<file path="src/rtl/bsts_pkg.sv">
// Shared types and constants for the bit scan / bit test / byte swap unit.
// No dependencies.
package bsts_pkg;

   localparam int unsigned DataWidth  = 64;
   localparam int unsigned IndexWidth = 6;

   typedef enum logic [2:0] {
      KIND_BSF   = 3'd0,
      KIND_BSR   = 3'd1,
      KIND_BT    = 3'd2,
      KIND_BTC   = 3'd3,
      KIND_BTR   = 3'd4,
      KIND_BTS   = 3'd5,
      KIND_BSWAP = 3'd6
   } kind_type;

   typedef enum logic [1:0] {
      SIZE_BYTE  = 2'd0,
      SIZE_WORD  = 2'd1,
      SIZE_DWORD = 2'd2,
      SIZE_QWORD = 2'd3
   } size_type;

   typedef struct packed {
      logic [2:0]           kind;
      logic [1:0]           size_code;
      logic [DataWidth-1:0] dest_value;
      logic [DataWidth-1:0] src_value;
   } req_type;

   typedef struct packed {
      logic [DataWidth-1:0] result_value;
      logic                 write_back;
      logic                 zf_value;
      logic                 zf_written;
      logic                 cf_value;
      logic                 cf_written;
      logic                 illegal;
   } rsp_type;

   function automatic logic [DataWidth-1:0] size_mask(input size_type sc);
      logic [DataWidth-1:0] m;
      unique case (sc)
         SIZE_BYTE:  m = {{(DataWidth-8){1'b0}}, {8{1'b1}}};
         SIZE_WORD:  m = {{(DataWidth-16){1'b0}}, {16{1'b1}}};
         SIZE_DWORD: m = {{(DataWidth-32){1'b0}}, {32{1'b1}}};
         default:    m = {DataWidth{1'b1}};
      endcase
      return m;
   endfunction

endpackage

</file>
<file path="src/rtl/bsts_scan.sv">
// Lowest / highest set bit finder over a 64-bit value, six halving steps.
// Depends on bsts_pkg.
module bsts_scan (
   input  logic [bsts_pkg::DataWidth-1:0]  scan_value,
   input  logic                            reverse,
   output logic [bsts_pkg::IndexWidth-1:0] scan_index
);

   logic [31:0] lo1, hi1;
   logic [15:0] lo2, hi2;
   logic [7:0]  lo3, hi3;
   logic [3:0]  lo4, hi4;
   logic [1:0]  lo5, hi5;
   logic [bsts_pkg::IndexWidth-1:0] lo_idx, hi_idx;

   // lowest set bit: step into the upper half when the lower half is empty
   always_comb begin
      lo_idx[5] = (scan_value[31:0] == 32'd0);
      lo1       = lo_idx[5] ? scan_value[63:32] : scan_value[31:0];
      lo_idx[4] = (lo1[15:0] == 16'd0);
      lo2       = lo_idx[4] ? lo1[31:16] : lo1[15:0];
      lo_idx[3] = (lo2[7:0] == 8'd0);
      lo3       = lo_idx[3] ? lo2[15:8] : lo2[7:0];
      lo_idx[2] = (lo3[3:0] == 4'd0);
      lo4       = lo_idx[2] ? lo3[7:4] : lo3[3:0];
      lo_idx[1] = (lo4[1:0] == 2'd0);
      lo5       = lo_idx[1] ? lo4[3:2] : lo4[1:0];
      lo_idx[0] = ~lo5[0];
   end

   // highest set bit: step into the upper half when it holds anything
   always_comb begin
      hi_idx[5] = (scan_value[63:32] != 32'd0);
      hi1       = hi_idx[5] ? scan_value[63:32] : scan_value[31:0];
      hi_idx[4] = (hi1[31:16] != 16'd0);
      hi2       = hi_idx[4] ? hi1[31:16] : hi1[15:0];
      hi_idx[3] = (hi2[15:8] != 8'd0);
      hi3       = hi_idx[3] ? hi2[15:8] : hi2[7:0];
      hi_idx[2] = (hi3[7:4] != 4'd0);
      hi4       = hi_idx[2] ? hi3[7:4] : hi3[3:0];
      hi_idx[1] = (hi4[3:2] != 2'd0);
      hi5       = hi_idx[1] ? hi4[3:2] : hi4[1:0];
      hi_idx[0] = hi5[1];
   end

   assign scan_index = reverse ? hi_idx : lo_idx;

endmodule

</file>
<file path="src/rtl/bsts_exec.sv">
// Single-pass execute logic: scans, bit tests and byte swap for one request.
// Depends on bsts_pkg and bsts_scan.
module bsts_exec (
   input  bsts_pkg::req_type req,
   output bsts_pkg::rsp_type rsp
);

   bsts_pkg::kind_type             kind;
   bsts_pkg::size_type             size;
   logic [bsts_pkg::DataWidth-1:0] mask;
   logic [bsts_pkg::DataWidth-1:0] scan_src;
   logic [bsts_pkg::IndexWidth-1:0] scan_index;
   logic [bsts_pkg::IndexWidth-1:0] bit_index;
   logic [bsts_pkg::DataWidth-1:0] bit_sel;
   logic [bsts_pkg::DataWidth-1:0] swap32;
   logic [bsts_pkg::DataWidth-1:0] swap64;

   assign kind     = bsts_pkg::kind_type'(req.kind);
   assign size     = bsts_pkg::size_type'(req.size_code);
   assign mask     = bsts_pkg::size_mask(size);
   assign scan_src = req.src_value & mask;

   bsts_scan u_scan (
      .scan_value (scan_src),
      .reverse    (kind == bsts_pkg::KIND_BSR),
      .scan_index (scan_index)
   );

   // bit index wraps at the operand width
   always_comb begin
      unique case (size)
         bsts_pkg::SIZE_WORD:  bit_index = {2'b00, req.src_value[3:0]};
         bsts_pkg::SIZE_DWORD: bit_index = {1'b0, req.src_value[4:0]};
         default:              bit_index = req.src_value[5:0];
      endcase
   end

   assign bit_sel = {{(bsts_pkg::DataWidth-1){1'b0}}, 1'b1} << bit_index;

   assign swap32 = {32'd0, req.dest_value[7:0], req.dest_value[15:8],
                    req.dest_value[23:16], req.dest_value[31:24]};
   assign swap64 = {req.dest_value[7:0],   req.dest_value[15:8],
                    req.dest_value[23:16], req.dest_value[31:24],
                    req.dest_value[39:32], req.dest_value[47:40],
                    req.dest_value[55:48], req.dest_value[63:56]};

   always_comb begin
      rsp = '0;
      unique case (kind)
         bsts_pkg::KIND_BSF, bsts_pkg::KIND_BSR: begin
            rsp.zf_written = 1'b1;
            if (scan_src == '0) begin
               rsp.zf_value = 1'b1;
            end else begin
               rsp.result_value = {{(bsts_pkg::DataWidth-bsts_pkg::IndexWidth){1'b0}},
                                   scan_index};
               rsp.write_back   = 1'b1;
            end
         end
         bsts_pkg::KIND_BT, bsts_pkg::KIND_BTC, bsts_pkg::KIND_BTR,
         bsts_pkg::KIND_BTS: begin
            if (size == bsts_pkg::SIZE_BYTE) begin
               rsp.illegal = 1'b1;
            end else begin
               rsp.cf_written = 1'b1;
               rsp.cf_value   = |(req.dest_value & bit_sel);
               rsp.write_back = (kind != bsts_pkg::KIND_BT);
               priority case (kind)
                  bsts_pkg::KIND_BTC: rsp.result_value = (req.dest_value ^ bit_sel) & mask;
                  bsts_pkg::KIND_BTR: rsp.result_value = (req.dest_value & ~bit_sel) & mask;
                  bsts_pkg::KIND_BTS: rsp.result_value = (req.dest_value | bit_sel) & mask;
                  default:            rsp.result_value = '0;
               endcase
            end
         end
         bsts_pkg::KIND_BSWAP: begin
            unique case (size)
               bsts_pkg::SIZE_BYTE:  rsp.illegal = 1'b1;
               bsts_pkg::SIZE_WORD:  rsp.write_back = 1'b1;
               bsts_pkg::SIZE_DWORD: begin
                  rsp.write_back   = 1'b1;
                  rsp.result_value = swap32;
               end
               default: begin
                  rsp.write_back   = 1'b1;
                  rsp.result_value = swap64;
               end
            endcase
         end
         default: rsp.illegal = 1'b1;
      endcase
   end

endmodule

</file>
<file path="src/rtl/x86_bit_scan_test_swap_unit_top.sv">
// Top level of the x86 bit scan / bit test / byte swap unit.
// Depends on bsts_pkg and bsts_exec.
//
// Usage:
//   Request channel (req_*): kind, operand size code and the two fetched
//   operands; a request is taken on a clock edge with req_valid high and
//   req_stall low.
//   Response channel (rsp_*): destination value, write enable, ZF / CF values
//   with their write enables, and the illegal flag; a response is taken on
//   an edge with rsp_valid high and rsp_stall low.
//   Path: a request goes into the input register, then through the
//   single-pass execute logic into the response register.
//   Throughput: one request per cycle, sustained, as long as the receiver
//   takes responses; the execute logic has no loop or shared unit.
//   Stall: a stalled response holds in the response register; the input
//   register keeps accepting until it too is full, then req_stall rises in
//   the same cycle as rsp_stall.
//   Reset: synchronous, clears both valid flags; no request is in flight
//   afterwards and no clearing pass is needed.
module x86_bit_scan_test_swap_unit_top (
   input  logic        clock,
   input  logic        reset,
   input  logic        req_valid,
   output logic        req_stall,
   input  logic [2:0]  req_kind,
   input  logic [1:0]  req_size_code,
   input  logic [63:0] req_dest_value,
   input  logic [63:0] req_src_value,
   output logic        rsp_valid,
   input  logic        rsp_stall,
   output logic [63:0] rsp_result_value,
   output logic        rsp_write_back,
   output logic        rsp_zf_value,
   output logic        rsp_zf_written,
   output logic        rsp_cf_value,
   output logic        rsp_cf_written,
   output logic        rsp_illegal
);

   bsts_pkg::req_type req_ff;
   bsts_pkg::req_type req_in;
   logic              req_valid_ff;
   bsts_pkg::rsp_type rsp_ff;
   bsts_pkg::rsp_type rsp_in;
   logic              rsp_valid_ff;
   logic              rsp_hold;

   assign rsp_hold  = rsp_valid_ff && rsp_stall;
   assign req_stall = req_valid_ff && rsp_hold;

   assign req_in = '{kind:       req_kind,
                     size_code:  req_size_code,
                     dest_value: req_dest_value,
                     src_value:  req_src_value};

   bsts_exec u_exec (
      .req (req_ff),
      .rsp (rsp_in)
   );

   always_ff @(posedge clock) begin
      if (reset) begin
         req_valid_ff <= 1'b0;
      end else if (!req_stall) begin
         req_valid_ff <= req_valid;
      end
   end

   always_ff @(posedge clock) begin
      if (!req_stall && req_valid) begin
         req_ff <= req_in;
      end
   end

   // advance the response register whenever it is empty or being taken
   always_ff @(posedge clock) begin
      if (reset) begin
         rsp_valid_ff <= 1'b0;
      end else if (!rsp_hold) begin
         rsp_valid_ff <= req_valid_ff;
      end
   end

   always_ff @(posedge clock) begin
      if (!rsp_hold && req_valid_ff) begin
         rsp_ff <= rsp_in;
      end
   end

   assign rsp_valid        = rsp_valid_ff;
   assign rsp_result_value = rsp_ff.result_value;
   assign rsp_write_back   = rsp_ff.write_back;
   assign rsp_zf_value     = rsp_ff.zf_value;
   assign rsp_zf_written   = rsp_ff.zf_written;
   assign rsp_cf_value     = rsp_ff.cf_value;
   assign rsp_cf_written   = rsp_ff.cf_written;
   assign rsp_illegal      = rsp_ff.illegal;

   a_illegal_alone: assert property (@(posedge clock) disable iff (reset)
      rsp_valid && rsp_illegal |->
         !rsp_write_back && !rsp_zf_written && !rsp_cf_written)
      else $error("illegal response also updates state");

   a_no_write_zero: assert property (@(posedge clock) disable iff (reset)
      rsp_valid && !rsp_write_back |-> rsp_result_value == 64'd0)
      else $error("result value set without write back");

   a_one_flag: assert property (@(posedge clock) disable iff (reset)
      rsp_valid |-> !(rsp_zf_written && rsp_cf_written))
      else $error("both flags written by one response");

   a_input_loaded: assert property (@(posedge clock) disable iff (reset)
      req_valid && !req_stall |=> req_valid_ff)
      else $error("accepted request not captured");

endmodule
</file>
<file path="config.mk">
export PLATFORM = sky130hd
export DESIGN_NAME = x86_bit_scan_test_swap_unit_top
export DESIGN_NICKNAME = d
export VERILOG_FILES = /design/src/rtl/bsts_pkg.sv /design/src/rtl/bsts_scan.sv /design/src/rtl/bsts_exec.sv /design/src/rtl/x86_bit_scan_test_swap_unit_top.sv
export SDC_FILE = /design/constraint.sdc
export NUM_CORES = 1
export LEC_CHECK = 0
export ABC_AREA = 1
export BUFFER_PORTS_ARGS = -buffer_cell sky130_fd_sc_hd__buf_2
export CAP_MARGIN = 5
export CORE_MARGIN = 1
export CORE_UTILIZATION = 39
export DETAILED_ROUTE_END_ITERATION = 7
export PLACE_DENSITY = 0.59
export SYNTH_ARGS = -nofsm -noshare
export SYNTH_HDL_FRONTEND = slang
export SYNTH_SLANG_ARGS = --single-unit
export TNS_END_PERCENT = 50
</file>
<file path="constraint.sdc">
create_clock -name clock -period 13.7 [get_ports clock]
set_clock_uncertainty 0.15 [all_clocks]
set_input_delay 4.11 -clock clock [delete_from_list [all_inputs] [get_ports clock]]
set_output_delay 4.11 -clock clock [all_outputs]
set_load 0.005 [all_outputs]
</file>
After elaboration in Yosys (flattened, before gate mapping):

Cells that the tools add are included.

* flip-flop bits (word level): 205
* bits in latches: 0
* RAM bits: 0
* bits in read-only memories: 0
* input bits: 137
* memories: 0

* add/sub/neg operators: 0
* multipliers: 0
* div/mod/pow operators: 0
* magnitude comparators: 0
* equal/unequal tests: 9
* shift operators: 1
* mux-type cells: 24
* bitwise gates (word level): 11
* reductions and logical operators: 25

Operator list (number)
* $and A64 B64 Y64: 6
* $pmux W64 S3: 2
* $pmux W65 S3: 1
* $pmux W64 S2: 1
* $mux W65: 1
* $logic_not A64 Y1: 1
* $not A64 Y64: 1
* $or A64 B64 Y64: 1
* $reduce_or A64 Y1: 1
* $shl A1 B6 Y64 const A: 1
* $xor A64 B64 Y64: 1
* $logic_not A32 Y1: 1
* $mux W32: 1
* $reduce_bool A32 Y1: 1
* $mux W31: 1
* $logic_not A16 Y1: 1
* $mux W16: 1
* $reduce_bool A16 Y1: 1
* $mux W15: 1
* $mux W7: 2
* $pmux W6 S2: 1
* $eq A3 B3 Y1 const B: 3
* $logic_not A8 Y1: 1
* $mux W8: 1
* 23 further kinds: 37

Depth between registers and ports, before layout:

* depth in word-level cells: 17
* gate-level depth with buffers: 32

Hierarchy:

Synthesis repeated with hierarchy kept, for this count alone.

* cells, all modules: 1762
* area total of the unflattened synthesis: 14694.1 um2

By module, submodules not included
* bsts_exec: instances 1, cells an instance 1147, area each 6737.7 um2, seq. area each 0.0 um2
* x86_bit_scan_test_swap_unit_top: instances 1, cells an instance 215, area each 6187.2 um2, seq. area each 6135.9 um2
* bsts_scan: instances 1, cells an instance 400, area each 1769.2 um2, seq. area each 0.0 um2

Worst setup path after synthesis:

No wires, ideal clock.

* path type: input port to output port
* start point: input port rsp_stall
* end point: output port req_stall
* arrival time: 4.294 ns
* required time: 9.440 ns
* slack: 5.146 ns
* cell stages on the path: 2
* path buffers: 0
* cells stage by stage: nand2_1 -> nor2_1

* cells in the longest elaborated chain, start to end: 2

RTL lines
* start: declaration: line x86_bit_scan_test_swap_unit_top.sv:30 `input logic rsp_stall,`
* $logic_and A1 B1 Y1: line x86_bit_scan_test_swap_unit_top.sv:48 `assign rsp_hold = rsp_valid_ff && rsp_stall;`
* $logic_and A1 B1 Y1: line x86_bit_scan_test_swap_unit_top.sv:49 `assign req_stall = req_valid_ff && rsp_hold;`
* end: declaration: line x86_bit_scan_test_swap_unit_top.sv:24 `output logic req_stall,`

Every way passes these cells.

Worst setup path after layout:

Same ends and word-level chain as after synthesis.

==> results.yml <==
outcome:
  status: "finished with violations"
  violations: "design-rule violations"
placement:
  dpl.cell_count: 2243
  port_buffers: 208
  gp_congestion: 0.907
  dpl.hpwl_mm: 32.5
  post-place-ws_ns: 4.87
clocking:
  cts_buffers: 24
  postCtsHoldBufs: 0
  cts_num_sinks: 205
  cts_setup_buffers: 0
  cts_resized: 0
  cts_root_buf: "clkbuf_16"
  clock_latency_ns: 0.54
  clk_pin_slew_ns: 0.06
  cts_tree: "built"
  cts_buffer_depth: 3
  htreeDepth: 1
grt:
  grt_start_max_net_pins: 83
  grt_pass1_wl_mm: 68.1
  antenna_found_initial: 1
  grt_pass1_vias: 11700
  grt.overflow.total: 0
  grt_use_total: 0.237
route:
  route.detailed.drc: 11
  initialDrtViolationCount: 1033
  vias: 11900
  avgRoutedWirePerCell_um: 19.6
  drtAntennaViolNets: 0
  vias_per_cell: 5.22
  drt_wl_total_mm: 44.8
  first_pass_iters: 8
sta:
  fmax_mhz: 113
  period_minus_slack_ns: 8.82
  fin_setup_tns_ns: 0
  finalMaxSlewViolations: 0
  worst_slack_ns: 4.88
  fin_hold_ws_ns: 0.382
  finalCritPeriodShare: 0.644
  setup_violations: 0
  relSlewSlack: 0.190
  hold_violations: 0
  rsz0062_at_grt: "false"
  tightest_slew_ns: 1.22
worst_setup_path:
  r2r_setup_slack_ns: 8.75
  crit_path_max_incr_delay_ns: 0.14
  cp-end-kind: "output pin"
  worst_setup_path_start_kind: "input pin"
  worst-setup-path-type: "in -> out"
  cpMostUsedCell: "buf_2"
  path_cells: "buf_2, nand2_1, nor2_1, buf_2"
  cp.required_ns: 9.44
  arrival_ns: 4.56
  slowest_stage: "buf_2"
  r2r_start: "req_ff[129]"
  cp_max_fo: 2
  critPathLaunch: "rsp_stall"
synthesis:
  synth_nets: 1967
  yosysSeqAreaShare: 0.430
  synth_cell_types: 40
  syn_area_sq_um: 14300
  ys.warnings.count: 0
  synth_edf_count: 203
  netlist_instances: 1632
  ys_ff_latch: 205
  avgSynthCellArea_sq_um: 8.74
  ys.flop_type: "edfxtp_1"
  synthArstFlopShare: 0
hold_path:
  hold_path.class: "reg -> reg"
  hp-start: "rsp_valid"
job:
  drv_cap: 0
final_layout:
  final_nets: 2143
  synthToLayoutAreaGrowth_pct: 15.0
  final_cells: 2285
  final_layout_size_suffix_gt1_frac: 0.172
  n_fill_cell: 3529
  multiInputGateArea_sq_um: 6940
  antennaDiodeCount: 0
  regArea_sq_um: 6140
power_and_ir_drop:
  powerDensity_nw_per_um2: 98.3
  p_leak_nw: 7.51
  ir_drop_v: 0.0000899
floorplan:
  core_sq_um: 35700
  num_rows: 69
  dieArea_sq_um: 37300
  io-pin-count: 209
  die_y_um: 193
  start_util: 0.399
  dieWidth_um: 193
-- per-layer routing --
| layer | GRT usage | vias up | routed length [um] | part of all wire |
|---|---|---|---|---|
| li1 | - | 5809 | - | - |
| met1 | 0.324 | 5586 | 20100 | 0.45 |
| met2 | 0.385 | 472 | 20400 | 0.46 |
| met3 | 0.0403 | 70 | 3180 | 0.071 |
| met4 | 0.0655 | 2 | 1160 | 0.026 |
| met5 | 0 | - | 13 | 0.00029 |
-- path summary, 6_finish.rpt --
path,endpoint,cells past startpoint
worst max-delay path,req_stall,4
worst min-delay path,rsp_valid,2
worst max register to register,rsp_result_value[0],24
worst min register to register,rsp_valid,2
-- where the power goes --
group          internal (mW)  switching [mW]  total (mW)
registers              0.730          0.0256       0.755
clock network          0.372           0.252       0.625
logic                 0.0732           0.160       0.233
total                   1.18           0.438        1.61
-- critical path, delay by kind of cell --
family	cells	cell delay (ns)
and+or+nand+nor	2	0.20
buffers and inverters	2	0.25
-- logic make-up after synthesis --
| logic type | synth area share |
|---|---|
| AOI/OAI and AO/OA | 0.124 |
| DFF | 0.430 |
| and+or+nand+nor | 0.186 |
| adders and majority gates | 0.174 |
| buffers and inverters | 0.0856 |
-- cell type report --
type | instances | area share
repair buffers | 221 | 0.0694
clock buffers | 33 | 0.0400
multi-input cells | 1132 | 0.423
flip-flops and latches | 205 | 0.374
well taps | 461 | 0.0352
clock inverters | 9 | 0.00656
inverters | 224 | 0.0519
-- flip-flops by register name, summed over array words and instances (netlist names) --
| register | count |
|---|---|
| req_valid_ff | 1 |
| rsp_write_back | 1 |
| rsp_zf_value | 1 |
| req_ff | 133 |
| rsp_cf_value | 1 |
| rsp_illegal | 1 |
| rsp_result_value | 64 |
| rsp_valid | 1 |
| rsp_zf_written | 1 |
| rsp_cf_written | 1 |
-- layout by cell type (no fill, tap or decap), types with 8 or more instances in the layout --
cell,instances
nand4_1,18
clkbuf_16,25
o211ai_1,8
buf_4,13
o22ai_1,58
inv_1,209
nor2_1,198
nor4_1,17
nand3_1,55
nor2_4,13
edfxtp_1,203
buf_2,208
nand2_2,15
inv_2,11
o21ai_0,181
a21oi_1,56
nand2_1,274
ha_1,196
clkbuf_1,8
-- cell usage after synthesis (4+ instances only) --
master	count	area, sq um
nand4_1	18	113
buf_6	9	101
edfxtp_1	203	6100
nand2_2	14	87.6
nor2_4	11	124
o21ai_2	4	35.0
o211ai_1	8	60.1
o21ai_0	181	906
nor3_1	5	25.0
nor4_1	17	106
clkbuf_1	55	206
inv_1	210	788
nand2_1	275	1030
a21oi_1	57	285
o21ai_1	5	25.0
nand3_1	55	275
inv_2	10	37.5
ha_1	198	2480
o22ai_1	58	363
nor2_2	4	25.0
nor2_1	201	754
buf_4	4	30.0
-- stage by stage --
step / power, mW / area (sq um) / utilization
2_1_floorplan: 0.909 / 14300 / -
3_3_place_gp: 0.994 / 15600 / 0.438
3_5_place_dp: 1.00 / 15600 / 0.438
4_1_cts: 1.63 / 16400 / 0.459
5_1_grt: 1.69 / 16400 / 0.459
6_report: 1.61 / 16400 / 0.459
Note: power is estimated with default switching activity, not from simulation.
